[src/sv/mfp_pkg.sv]
// mfp_pkg: shared types, constants and functions of the MAVLink frame parser.
// Holds the parse phase encoding, the result record, the CRC-16/MCRF4XX fold
// and the per-message seed lookup. No dependencies.
package mfp_pkg;

  localparam logic [7:0]  STX_ONE  = 8'hFE;
  localparam logic [7:0]  STX_TWO  = 8'hFD;
  localparam logic [15:0] CRC_INIT = 16'hFFFF;

  typedef enum logic [12:0] {
    PH_IDLE     = 13'b0_0000_0000_0001,
    PH_LEN      = 13'b0_0000_0000_0010,
    PH_INCOMPAT = 13'b0_0000_0000_0100,
    PH_COMPAT   = 13'b0_0000_0000_1000,
    PH_SEQ      = 13'b0_0000_0001_0000,
    PH_SYS      = 13'b0_0000_0010_0000,
    PH_COMP     = 13'b0_0000_0100_0000,
    PH_MID1     = 13'b0_0000_1000_0000,
    PH_MID2     = 13'b0_0001_0000_0000,
    PH_MID3     = 13'b0_0010_0000_0000,
    PH_PAYLOAD  = 13'b0_0100_0000_0000,
    PH_CRC1     = 13'b0_1000_0000_0000,
    PH_CRC2     = 13'b1_0000_0000_0000
  } phase_t;

  typedef enum logic {
    KIND_PAYLOAD = 1'b0,
    KIND_END     = 1'b1
  } kind_t;

  typedef struct packed {
    kind_t       kind;
    logic [7:0]  payload_index;
    logic [7:0]  payload_value;
    logic        crc_good;
    logic        is_version_two;
    logic [7:0]  system_id;
    logic [7:0]  component_id;
    logic [23:0] message_id;
    logic [7:0]  payload_length;
  } res_t;

  // Fold one byte into a CRC-16/MCRF4XX (reflected 0x1021) accumulator.
  function automatic logic [15:0] crc_fold(input logic [15:0] crc, input logic [7:0] b);
    logic [7:0] t;
    t = b ^ crc[7:0];
    t = t ^ {t[3:0], 4'b0000};
    return {8'h00, crc[15:8]} ^ {t, 8'h00} ^ {5'b00000, t, 3'b000} ^ {12'h000, t[7:4]};
  endfunction

  // Per-message CRC seed byte; unknown ids give zero.
  function automatic logic [7:0] msg_seed(input logic [23:0] id);
    logic [7:0] v;
    unique case (id)
      24'd0:   v = 8'd50;
      24'd1:   v = 8'd124;
      24'd11:  v = 8'd89;
      24'd24:  v = 8'd24;
      24'd30:  v = 8'd39;
      24'd33:  v = 8'd104;
      24'd69:  v = 8'd243;
      24'd74:  v = 8'd20;
      24'd76:  v = 8'd152;
      24'd77:  v = 8'd143;
      24'd86:  v = 8'd5;
      24'd253: v = 8'd83;
      default: v = 8'd0;
    endcase
    return v;
  endfunction

endpackage

[src/sv/mfp_fsm.sv]
// mfp_fsm: frame walker of the MAVLink parser; phase, CRC and header state.
// Produces at most one result record per accepted byte, combinationally.
// Depends on mfp_pkg.
module mfp_fsm (
  input  logic          clk,
  input  logic          rst_n,
  input  logic          byte_acc,
  input  logic [7:0]    rx_byte,
  output logic          res_valid,
  output mfp_pkg::res_t res
);

  mfp_pkg::phase_t phase_r, phase_nxt;
  logic        v2_r, v2_nxt;
  logic [15:0] crc_r, crc_nxt;
  logic [7:0]  len_r, len_nxt;
  logic [7:0]  sys_r, sys_nxt;
  logic [7:0]  comp_r, comp_nxt;
  logic [23:0] mid_r, mid_nxt;
  logic [7:0]  cnt_r, cnt_nxt;
  logic [7:0]  crc_lo_r, crc_lo_nxt;
  logic [7:0]  cnt_inc;
  mfp_pkg::phase_t body_phase;

  assign cnt_inc    = cnt_r + 8'd1;
  // after the message id: skip straight to the CRC on an empty payload
  assign body_phase = (len_r != 8'd0) ? mfp_pkg::PH_PAYLOAD : mfp_pkg::PH_CRC1;

  always_comb begin
    phase_nxt  = phase_r;
    v2_nxt     = v2_r;
    crc_nxt    = crc_r;
    len_nxt    = len_r;
    sys_nxt    = sys_r;
    comp_nxt   = comp_r;
    mid_nxt    = mid_r;
    cnt_nxt    = cnt_r;
    crc_lo_nxt = crc_lo_r;
    res_valid  = 1'b0;
    res.kind           = mfp_pkg::KIND_PAYLOAD;
    res.payload_index  = 8'd0;
    res.payload_value  = 8'd0;
    res.crc_good       = 1'b0;
    res.is_version_two = v2_r;
    res.system_id      = sys_r;
    res.component_id   = comp_r;
    res.message_id     = mid_r;
    res.payload_length = len_r;
    if (byte_acc) begin
      unique case (phase_r)
        mfp_pkg::PH_LEN: begin
          len_nxt   = rx_byte;
          crc_nxt   = mfp_pkg::crc_fold(crc_r, rx_byte);
          phase_nxt = v2_r ? mfp_pkg::PH_INCOMPAT : mfp_pkg::PH_SEQ;
        end
        mfp_pkg::PH_INCOMPAT: begin
          crc_nxt   = mfp_pkg::crc_fold(crc_r, rx_byte);
          phase_nxt = mfp_pkg::PH_COMPAT;
        end
        mfp_pkg::PH_COMPAT: begin
          crc_nxt   = mfp_pkg::crc_fold(crc_r, rx_byte);
          phase_nxt = mfp_pkg::PH_SEQ;
        end
        mfp_pkg::PH_SEQ: begin
          crc_nxt   = mfp_pkg::crc_fold(crc_r, rx_byte);
          phase_nxt = mfp_pkg::PH_SYS;
        end
        mfp_pkg::PH_SYS: begin
          sys_nxt   = rx_byte;
          crc_nxt   = mfp_pkg::crc_fold(crc_r, rx_byte);
          phase_nxt = mfp_pkg::PH_COMP;
        end
        mfp_pkg::PH_COMP: begin
          comp_nxt  = rx_byte;
          crc_nxt   = mfp_pkg::crc_fold(crc_r, rx_byte);
          phase_nxt = mfp_pkg::PH_MID1;
        end
        mfp_pkg::PH_MID1: begin
          mid_nxt = {16'h0000, rx_byte};
          crc_nxt = mfp_pkg::crc_fold(crc_r, rx_byte);
          if (v2_r) begin
            phase_nxt = mfp_pkg::PH_MID2;
          end else begin
            cnt_nxt   = 8'd0;
            phase_nxt = body_phase;
          end
        end
        mfp_pkg::PH_MID2: begin
          mid_nxt   = {mid_r[23:16], rx_byte, mid_r[7:0]};
          crc_nxt   = mfp_pkg::crc_fold(crc_r, rx_byte);
          phase_nxt = mfp_pkg::PH_MID3;
        end
        mfp_pkg::PH_MID3: begin
          mid_nxt   = {rx_byte, mid_r[15:0]};
          crc_nxt   = mfp_pkg::crc_fold(crc_r, rx_byte);
          cnt_nxt   = 8'd0;
          phase_nxt = body_phase;
        end
        mfp_pkg::PH_PAYLOAD: begin
          res_valid         = 1'b1;
          res.payload_index = cnt_r;
          res.payload_value = rx_byte;
          crc_nxt           = mfp_pkg::crc_fold(crc_r, rx_byte);
          cnt_nxt           = cnt_inc;
          if (cnt_inc >= len_r) begin
            phase_nxt = mfp_pkg::PH_CRC1;
          end
        end
        mfp_pkg::PH_CRC1: begin
          crc_nxt    = mfp_pkg::crc_fold(crc_r, mfp_pkg::msg_seed(mid_r));
          crc_lo_nxt = rx_byte;
          phase_nxt  = mfp_pkg::PH_CRC2;
        end
        mfp_pkg::PH_CRC2: begin
          res_valid    = 1'b1;
          res.kind     = mfp_pkg::KIND_END;
          res.crc_good = ({rx_byte, crc_lo_r} == crc_r);
          phase_nxt    = mfp_pkg::PH_IDLE;
        end
        default: begin
          // hunt for a start byte; unknown codes behave the same
          if (rx_byte == mfp_pkg::STX_TWO) begin
            v2_nxt    = 1'b1;
            crc_nxt   = mfp_pkg::CRC_INIT;
            phase_nxt = mfp_pkg::PH_LEN;
          end else if (rx_byte == mfp_pkg::STX_ONE) begin
            v2_nxt    = 1'b0;
            crc_nxt   = mfp_pkg::CRC_INIT;
            phase_nxt = mfp_pkg::PH_LEN;
          end else begin
            phase_nxt = mfp_pkg::PH_IDLE;
          end
        end
      endcase
    end
  end

  always_ff @(posedge clk) begin
    if (!rst_n) begin
      phase_r  <= mfp_pkg::PH_IDLE;
      v2_r     <= 1'b0;
      crc_r    <= mfp_pkg::CRC_INIT;
      len_r    <= 8'd0;
      sys_r    <= 8'd0;
      comp_r   <= 8'd0;
      mid_r    <= 24'd0;
      cnt_r    <= 8'd0;
      crc_lo_r <= 8'd0;
    end else begin
      phase_r  <= phase_nxt;
      v2_r     <= v2_nxt;
      crc_r    <= crc_nxt;
      len_r    <= len_nxt;
      sys_r    <= sys_nxt;
      comp_r   <= comp_nxt;
      mid_r    <= mid_nxt;
      cnt_r    <= cnt_nxt;
      crc_lo_r <= crc_lo_nxt;
    end
  end

  a_end_only_from_crc2: assert property (@(posedge clk) disable iff (!rst_n)
    (res_valid && res.kind == mfp_pkg::KIND_END) |-> phase_r == mfp_pkg::PH_CRC2)
    else $error("end-of-frame result outside the second CRC byte");

  a_crc2_returns_idle: assert property (@(posedge clk) disable iff (!rst_n)
    (byte_acc && phase_r == mfp_pkg::PH_CRC2) |=> phase_r == mfp_pkg::PH_IDLE)
    else $error("parser did not return to idle after the frame");

  a_payload_index_in_range: assert property (@(posedge clk) disable iff (!rst_n)
    phase_r == mfp_pkg::PH_PAYLOAD |-> cnt_r < len_r)
    else $error("payload index reached the frame length");

  a_start_seeds_crc: assert property (@(posedge clk) disable iff (!rst_n)
    (byte_acc && phase_r == mfp_pkg::PH_IDLE
     && (rx_byte == mfp_pkg::STX_ONE || rx_byte == mfp_pkg::STX_TWO))
    |=> (crc_r == mfp_pkg::CRC_INIT && phase_r == mfp_pkg::PH_LEN))
    else $error("start byte did not seed the CRC");

endmodule

[src/sv/mavlink_frame_parser.sv]
// mavlink_frame_parser: MAVLink v1/v2 frame parser, one received byte per
// transaction, streaming payload bytes and one end-of-frame CRC verdict.
// Depends on mfp_pkg and mfp_fsm.
//
//   channel | direction | handshake            | payload
//   --------+-----------+----------------------+--------------------------------
//   in_     | input     | in_valid / in_stall  | in_rx_byte
//   out_    | output    | out_valid / out_stall| kind, index, value, crc_good,
//           |           |                      | version, ids, message id, length
//
// One byte per cycle while in_stall is low: the phase step and CRC fold finish
// in the byte's cycle; its result is in the output or skid register the next.
// Reset (rst_n low, synchronous) returns to hunting for a start byte with the
// CRC at 0xFFFF and empties both result registers.
// A stalled output fills one skid register; in_stall is high while that skid
// register is occupied, so each result parked under a consumer stall holds off
// the input until it drains into the output.
module mavlink_frame_parser (
  input  logic        clk,
  input  logic        rst_n,
  input  logic        in_valid,
  output logic        in_stall,
  input  logic [7:0]  in_rx_byte,
  output logic        out_valid,
  input  logic        out_stall,
  output logic        out_result_kind,
  output logic [7:0]  out_payload_index,
  output logic [7:0]  out_payload_value,
  output logic        out_crc_good,
  output logic        out_is_version_two,
  output logic [7:0]  out_system_id,
  output logic [7:0]  out_component_id,
  output logic [23:0] out_message_id,
  output logic [7:0]  out_payload_length
);

  logic          in_acc;
  logic          res_valid;
  mfp_pkg::res_t res;

  // output register plus one skid stage
  logic          out_v_r, out_v_nxt;
  mfp_pkg::res_t out_res_r, out_res_nxt;
  logic          skid_v_r, skid_v_nxt;
  mfp_pkg::res_t skid_res_r, skid_res_nxt;
  logic          out_free;

  // hold off the sender only while the skid stage holds a result
  assign in_stall = skid_v_r;
  assign in_acc   = in_valid && !in_stall;

  mfp_fsm u_fsm (
    .clk       (clk),
    .rst_n     (rst_n),
    .byte_acc  (in_acc),
    .rx_byte   (in_rx_byte),
    .res_valid (res_valid),
    .res       (res)
  );

  // output register may load when empty or being drained this cycle
  assign out_free = !out_v_r || !out_stall;

  always_comb begin
    out_v_nxt    = out_v_r;
    out_res_nxt  = out_res_r;
    skid_v_nxt   = skid_v_r;
    skid_res_nxt = skid_res_r;
    if (out_free) begin
      if (skid_v_r) begin
        // drain the skid first; no new byte is taken while it is full
        out_v_nxt   = 1'b1;
        out_res_nxt = skid_res_r;
        skid_v_nxt  = 1'b0;
      end else begin
        out_v_nxt   = res_valid;
        out_res_nxt = res;
      end
    end else if (res_valid) begin
      // output stalled: park the new result
      skid_v_nxt   = 1'b1;
      skid_res_nxt = res;
    end
  end

  always_ff @(posedge clk) begin
    if (!rst_n) begin
      out_v_r  <= 1'b0;
      skid_v_r <= 1'b0;
    end else begin
      out_v_r  <= out_v_nxt;
      skid_v_r <= skid_v_nxt;
    end
  end

  always_ff @(posedge clk) begin
    out_res_r  <= out_res_nxt;
    skid_res_r <= skid_res_nxt;
  end

  assign out_valid          = out_v_r;
  assign out_result_kind    = out_res_r.kind;
  assign out_payload_index  = out_res_r.payload_index;
  assign out_payload_value  = out_res_r.payload_value;
  assign out_crc_good       = out_res_r.crc_good;
  assign out_is_version_two = out_res_r.is_version_two;
  assign out_system_id      = out_res_r.system_id;
  assign out_component_id   = out_res_r.component_id;
  assign out_message_id     = out_res_r.message_id;
  assign out_payload_length = out_res_r.payload_length;

  a_skid_behind_out: assert property (@(posedge clk) disable iff (!rst_n)
    skid_v_r |-> out_v_r)
    else $error("skid register holds a result while output is empty");

  a_skid_drains: assert property (@(posedge clk) disable iff (!rst_n)
    (skid_v_r && !out_stall) |=> !skid_v_r)
    else $error("skid register did not drain into the output");

  a_stalled_result_parked: assert property (@(posedge clk) disable iff (!rst_n)
    (res_valid && out_v_r && out_stall && !skid_v_r) |=> skid_v_r)
    else $error("result produced under output stall was lost");

endmodule

[config.mk]
export PLATFORM = sky130hd
export DESIGN_NAME = mavlink_frame_parser
export DESIGN_NICKNAME = d
export VERILOG_FILES = /design/src/sv/mfp_pkg.sv /design/src/sv/mfp_fsm.sv /design/src/sv/mavlink_frame_parser.sv
export SDC_FILE = /design/constraint.sdc
export NUM_CORES = 1
export LEC_CHECK = 0
export BUFFER_PORTS_ARGS = -buffer_cell sky130_fd_sc_hd__buf_4
export CAP_MARGIN = 20
export CORE_MARGIN = 5
export CORE_UTILIZATION = 36
export DETAILED_ROUTE_END_ITERATION = 8
export HOLD_SLACK_MARGIN = 0.12
export PLACE_DENSITY_LB_ADDON = 0.08
export REMOVE_ABC_BUFFERS = 1
export SYNTH_ARGS = -nofsm -noshare
export SYNTH_HDL_FRONTEND = slang
export SYNTH_HIERARCHICAL = 1
export SYNTH_SLANG_ARGS = --single-unit
[constraint.sdc]
create_clock -name clk -period 4.6 [get_ports clk]
set_input_delay 0 -clock clk [delete_from_list [all_inputs] [get_ports clk]]
set_output_delay 0 -clock clk [all_outputs]
set_load 0.01 [all_outputs]
; ---- Word level (Yosys, flattened, before mapping)
; Index checks and enable logic that the tools add are counted.
[totals]
register_bits = 230
latchBits = 0
ram_bits = 0
mem_bits_ro = 0
in_bits = 12
out_inout_bits = 69
wordCells = 131
memories = 0
[classes]
add_sub_neg = 1
mul = 0
n_div = 0
order_cmp = 1
n_eq_ne = 28
n_shift = 0
n_mux = 26
bitwise = 16
reduce_logical = 28
[op_table]
columns = op, n
row1 = case mux 13 bit (12 select lines), 1
row2 = "== test 24 x 7 -> 1 bit, second input constant", 5
row3 = case mux 8 bit (12 select lines), 1
row4 = case mux 24 bit (3 select lines), 1
row5 = two-way mux 67 bit, 1
row6 = "== test 24 x 5 -> 1 bit, second input constant", 2
row7 = two-way mux 16 bit, 3
row8 = case mux 16 bit (3 select lines), 1
row9 = two-way mux 13 bit, 3
row10 = bitwise XOR 16 x 11 -> 16 bit, 2
row11 = bitwise XOR 16 x 4 -> 16 bit, 2
row12 = bitwise XOR 8 x 16 -> 16 bit, 2
row13 = bitwise XOR 8 bit, 4
row14 = "== test 24 x 1 -> 1 bit, second input constant", 1
row15 = "== test 24 x 4 -> 1 bit, second input constant", 1
row16 = "== test 24 x 6 -> 1 bit, second input constant", 1
row17 = "== test 24 x 8 -> 1 bit, second input constant", 1
row18 = zero test 24 bit, 1
row19 = two-way mux 8 bit, 3
row20 = case mux 8 bit (3 select lines), 1
row21 = two-way mux 18 bit, 1
row22 = == test 16 bit, 1
row23 = "== test 8 bit, second input constant", 2
row24 = AND reduction 3 bit, 5
row25 = other kinds (33), 54

; ---- Depth between registers and ports, before layout
[depth]
depth_word = 10
mapped_depth = 12
mapped_depth_nobuf = 10

; ---- By module
; Netlist, hierarchy kept.
[modules_own_cells]
columns = mod, n_inst, cells_each, area_each_um2, seq_area_each_um2
row1 = mfp_fsm, 1, 685, 5674.2, 1881.8
row2 = mavlink_frame_parser, 1, 217, 4954.8, 4063.9

; ---- Worst setup path before layout
; Ideal clock, no wire load.
[synth_timing]
path_type = register -> register
start = reg skid_v_r (netlist: in_stall)
end = reg skid_res_r[0] (netlist name) (enable)
setup_ns = 0.433
arrival_time_ns = 3.385
required_ns = 4.167
path_slack_ns = 0.782
stages_incl_launch_ff = 10
n_path_buf = 5
synth_period_minus_slack_ns = 3.818
path_cell_list = dfxtp_1 buf_6 buf_8 buf_12 nor2b_1 clkbuf_1 clkbuf_1 nand4_1 nand2_1 and3_1
[synth_between]
elab_chain_len = 4
[synth_lines]
columns = element, line
row1 = from (decl), mavlink_frame_parser.sv:44  ; logic skid_v_r, skid_v_nxt;
row2 = from (signal assigned), mavlink_frame_parser.sv:92  ; skid_v_r <= skid_v_nxt;
row3 = zero test 1 bit, mavlink_frame_parser.sv:50  ; assign in_acc = in_valid && !in_stall;
row4 = logical AND 1 bit, mavlink_frame_parser.sv:50
row5 = named net in_acc, mavlink_frame_parser.sv:37  ; logic in_acc;
row6 = two-way mux 1 bit, mfp_fsm.sv:49  ; if (byte_acc) begin
row7 = named net res_valid, mavlink_frame_parser.sv:38  ; logic res_valid;
row8 = AND reduction 2 bit (no source line), n/a
row9 = to (signal assigned), mavlink_frame_parser.sv:98  ; skid_res_r <= skid_res_nxt;
row10 = to (decl), mavlink_frame_parser.sv:45  ; mfp_pkg::res_t skid_res_r, skid_res_nxt;
; The timed path passes the listed nets, and every way through them passes these cells.
; A chain may end at the register's enable or synchronous reset.

; ---- Final worst setup path
[layout_timing]
start = reg u_fsm.phase_r[6]
end = reg u_fsm.crc_r[15]
[layout_between]
elab_chain_len = 4
word_cells_on_any_way = 17
classes_between = eq/ne (12) / mux (1) / bitwise (1) / reduce/logical (3)
[layout_lines]
columns = element, line
row1 = from (decl), mfp_fsm.sv:13  ; mfp_pkg::phase_t phase_r, phase_nxt;
row2 = from (signal assigned), mfp_fsm.sv:140  ; phase_r <= mfp_pkg::PH_IDLE;
row3 = from (signal assigned), mfp_fsm.sv:150  ; phase_r <= phase_nxt;
row4 = "== test 13 x 8 -> 1 bit, or another cell as far along", mfp_fsm.sv:50  ; unique case (phase_r)
row5 = OR reduction 10 bit (no source line), n/a
row6 = nonzero test 4 bit (no source line), n/a
row7 = AND reduction 3 bit (no source line), n/a
row8 = to (signal assigned), mfp_fsm.sv:142  ; crc_r <= mfp_pkg::CRC_INIT;
row9 = to (signal assigned), mfp_fsm.sv:152  ; crc_r <= crc_nxt;
row10 = to (decl), mfp_fsm.sv:15  ; logic [15:0] crc_r, crc_nxt;
; Parallel ways exist; a longest one is shown, timed or not.

==> flow_summary.yaml <==
synthesis:
  synth_top_family_by_area: "simple AND/OR/NAND/NOR gates"
  ys.flop_type: "edfxtp_1"
  synth-compound-area-share: 0.0991
  synth_cell_types: 72
  yosys_warnings: 6
  synth_area_per_cell_sq_um: 11.8
  synthAdderAreaFrac: 0.0106
  synth_xor_xnor_area_share: 0.0526
  synth.cell_area_sq_um: 10600
  synth_top_area_cell: "edfxtp_1"
  synth_top_area_frac: 0.379
  synthArstFlopShare: 0
  syn_inst: 902
  ys_ff_latch: 230
  synthMuxAreaShare: 0.0945
  synth_edf_count: 134
  synth.area.top_cells: "edfxtp_1 38%, dfxtp_1 18%, mux2_2 6.3%"
  synth-simple-area-share: 0.150
  yosysSeqAreaShare: 0.559
timing:
  max_freq_ghz: 0.318
  setup_viol_count_final: 0
  slew-limit-headroom: 0.311
  period_share: 0.683
  rsz0062_at_grt: "false"
  timing.hold.ws_ps: 288
  timing_hold_violations_final: 0
  clock_skew_ps: 8.29
  finalCriticalPeriod_ps: 3140
  worst_pin_slew_ps: 1030
  setup_slack_ps: 1460
  slew_violations: 0
place:
  hpwl_mm: 16.2
  dp_slack_ps: 1510
  place.port_buffers: 80
  place_congestion: 0.850
worst_hold_path:
  hold_depth: 3
  hold_class: "in -> reg"
detailed_routing:
  wl_per_cell_um: 18.6
  num_vias: 7066
  ant_nets: 0
  drcViolationCount: 0
  drt_iter0_drc: 497
  via_per_inst: 5.13
  first_pass_iters: 5
  routed_wl_mm: 25.6
power:
  vdd_drop_max_v: 0.000243
  power_density_nw_per_um2: 345
  p_leak_uw: 0.00461
setup_path:
  critPathMaxFanout: 13
  r2r.worst_path.cells: 8
  cp_data_arrival_time_ps: 3600
  start_kind: "flip-flop"
  crit_type: "reg -> reg"
  cp-end-kind: "flip-flop"
  cp.required_ps: 5060
clocking:
  cts_root_buf: "clkbuf_16"
  cts_max_path_buffers: 3
  cts_buffers: 26
  cts_max_level: 1
  path_clk_slew_ps: 60
  cts_tree: "yes"
  cts_sinks: 230
  clk_latency_ps: 520
die:
  fp.dieArea_sq_um: 33100
  core_sq_um: 29400
  die_w_um: 182
  rows: 63
  die_y_um: 182
  initial_core_util: 0.362
  top_level_ports: 81
global_routing:
  grt_max_degree: 82
  overflow: 0
  grt_pass1_wl_mm: 40.5
  grt_pass1_vias: 6925
  antenna_found_initial: 0
  grt_usage: 0.151
finish:
  final_common_cell: "edfxtp_1"
  fillerInstances: 2773
  n_antenna_cell: 0
  area_growth_syn_to_layout_pct: 17.1
  final_net_count: 989
  fin_util: 0.423
  layout_common_cells: "134 x edfxtp_1, 95 x dfxtp_1, 86 x buf_4"
  drive_above_1_share: 0.219
status:
  status: "completed"
flow_run:
  maxCapViolCount: 0
## registers in the layout, indices dropped and copies added, names as in the netlist
register	cells
out_payload_length	8
u_fsm/mid_r	24
u_fsm/len_r	8
out_payload_index	8
u_fsm/phase_r	13
skid_res_r	67
u_fsm/crc_lo_r	8
in_stall	1
u_fsm/comp_r	8
u_fsm/v2_r	1
u_fsm/crc_r	16
out_payload_value	8
out_valid	1
out_crc_good	1
u_fsm/cnt_r	8
out_result_kind	1
out_message_id	24
u_fsm/sys_r	8
out_is_version_two	1
out_component_id	8
out_system_id	8
## worst paths after layout
path	from	slack [ps]	end
max	u_fsm/phase_r[6]	1460	u_fsm/crc_r[15]
min	rst_n	290	u_fsm/crc_r[4]
max reg2reg	u_fsm/phase_r[6]	1460	u_fsm/crc_r[15]
min reg2reg	u_fsm/comp_r[6]	460	skid_res_r[38]
## synth_stat cells (5+ instances only)
| cell type | number |
|---|---|
| and2_1 | 24 |
| nor3_1 | 10 |
| a21boi_1 | 8 |
| a22oi_1 | 20 |
| nor2b_1 | 43 |
| o21ai_1 | 12 |
| a31oi_1 | 6 |
| nand2_1 | 69 |
| o21ai_0 | 16 |
| o21a_1 | 6 |
| xnor2_1 | 28 |
| nor2_1 | 42 |
| xor2_1 | 34 |
| mux2_2 | 59 |
| inv_1 | 13 |
| a21boi_0 | 26 |
| nand3_1 | 22 |
| mux2_4 | 8 |
| buf_2 | 17 |
| a21oi_1 | 11 |
| clkbuf_1 | 34 |
| dfxtp_1 | 96 |
| mux2i_1 | 22 |
| nor4b_1 | 5 |
| nor3b_1 | 7 |
| nor4_1 | 18 |
| o22ai_1 | 6 |
| a21o_1 | 8 |
| nand4_1 | 9 |
| and3_1 | 8 |
| edfxtp_1 | 134 |
| ha_1 | 9 |
## per-stage QoR
stage / instance area [sq um] / std cells / power [uW] / TNS (ps)
2_1_floorplan: 10300 / 842 / 2240 / -10480
3_3_place_gp: 11500 / 1319 / 2300 / 0
3_5_place_dp: 11500 / 1319 / 2300 / 0
4_1_cts: 12400 / 1378 / 4360 / 0
5_1_grt: 12400 / 1378 / 4470 / 0
6_report: 12400 / 1378 / 4290 / 0
## layer usage
| metal | vias up | part of all wire | track usage |
|---|---|---|---|
| li1 | 3417 | - | - |
| met1 | 3480 | 0.49 | 0.219 |
| met5 | - | 0 | 0 |
| met4 | 0 | 0.013 | 0.0288 |
| met2 | 139 | 0.46 | 0.244 |
| met3 | 30 | 0.043 | 0.0214 |
## repair_timing
| action | in CTS | in global routing |
|---|---|---|
| resized for setup | 0 | 0 |
| buffers inserted | 0 | 0 |
| hold buffers | 11 | 0 |
| hold endpoints to repair | 100 | 0 |
## critical path, stage by stage, from the launching register on
cell and delay (ps):
dfxtp_1 400, nor4_2 440, nand2_1 200, nor2_4 210, nand3_1 470, nand2_2 390
o21a_1 360, or2b_1 400, o22a_1 210
## power by group
part	internal, uW	total [uW]	switching, uW	leakage (uW)
Sequential	2150	2160	1.21	0.00213
Clock	1220	2030	816	0.000410
Combinational	37.2	102	64.6	0.00207
## logic make-up after synthesis
family / count (synthesis)
simple gates: 290
flops: 230
compound gates: 148
mux: 89
buf+inv: 73
xor+xnor: 63
fa+ha+maj: 9
## layout make-up
class                           instances  area [sq um]  share of cell area
Tap cell                              390           488              0.0392
Timing Repair Buffer                   98           776              0.0623
Multi-Input combinational cell        599          4330               0.348
Sequential cell                       230          5950               0.478
Clock inverter                         13           124             0.00995
Clock buffer                           35           726              0.0583
Inverter                               13          48.8             0.00392
Power figures use the tool's default switching activity.
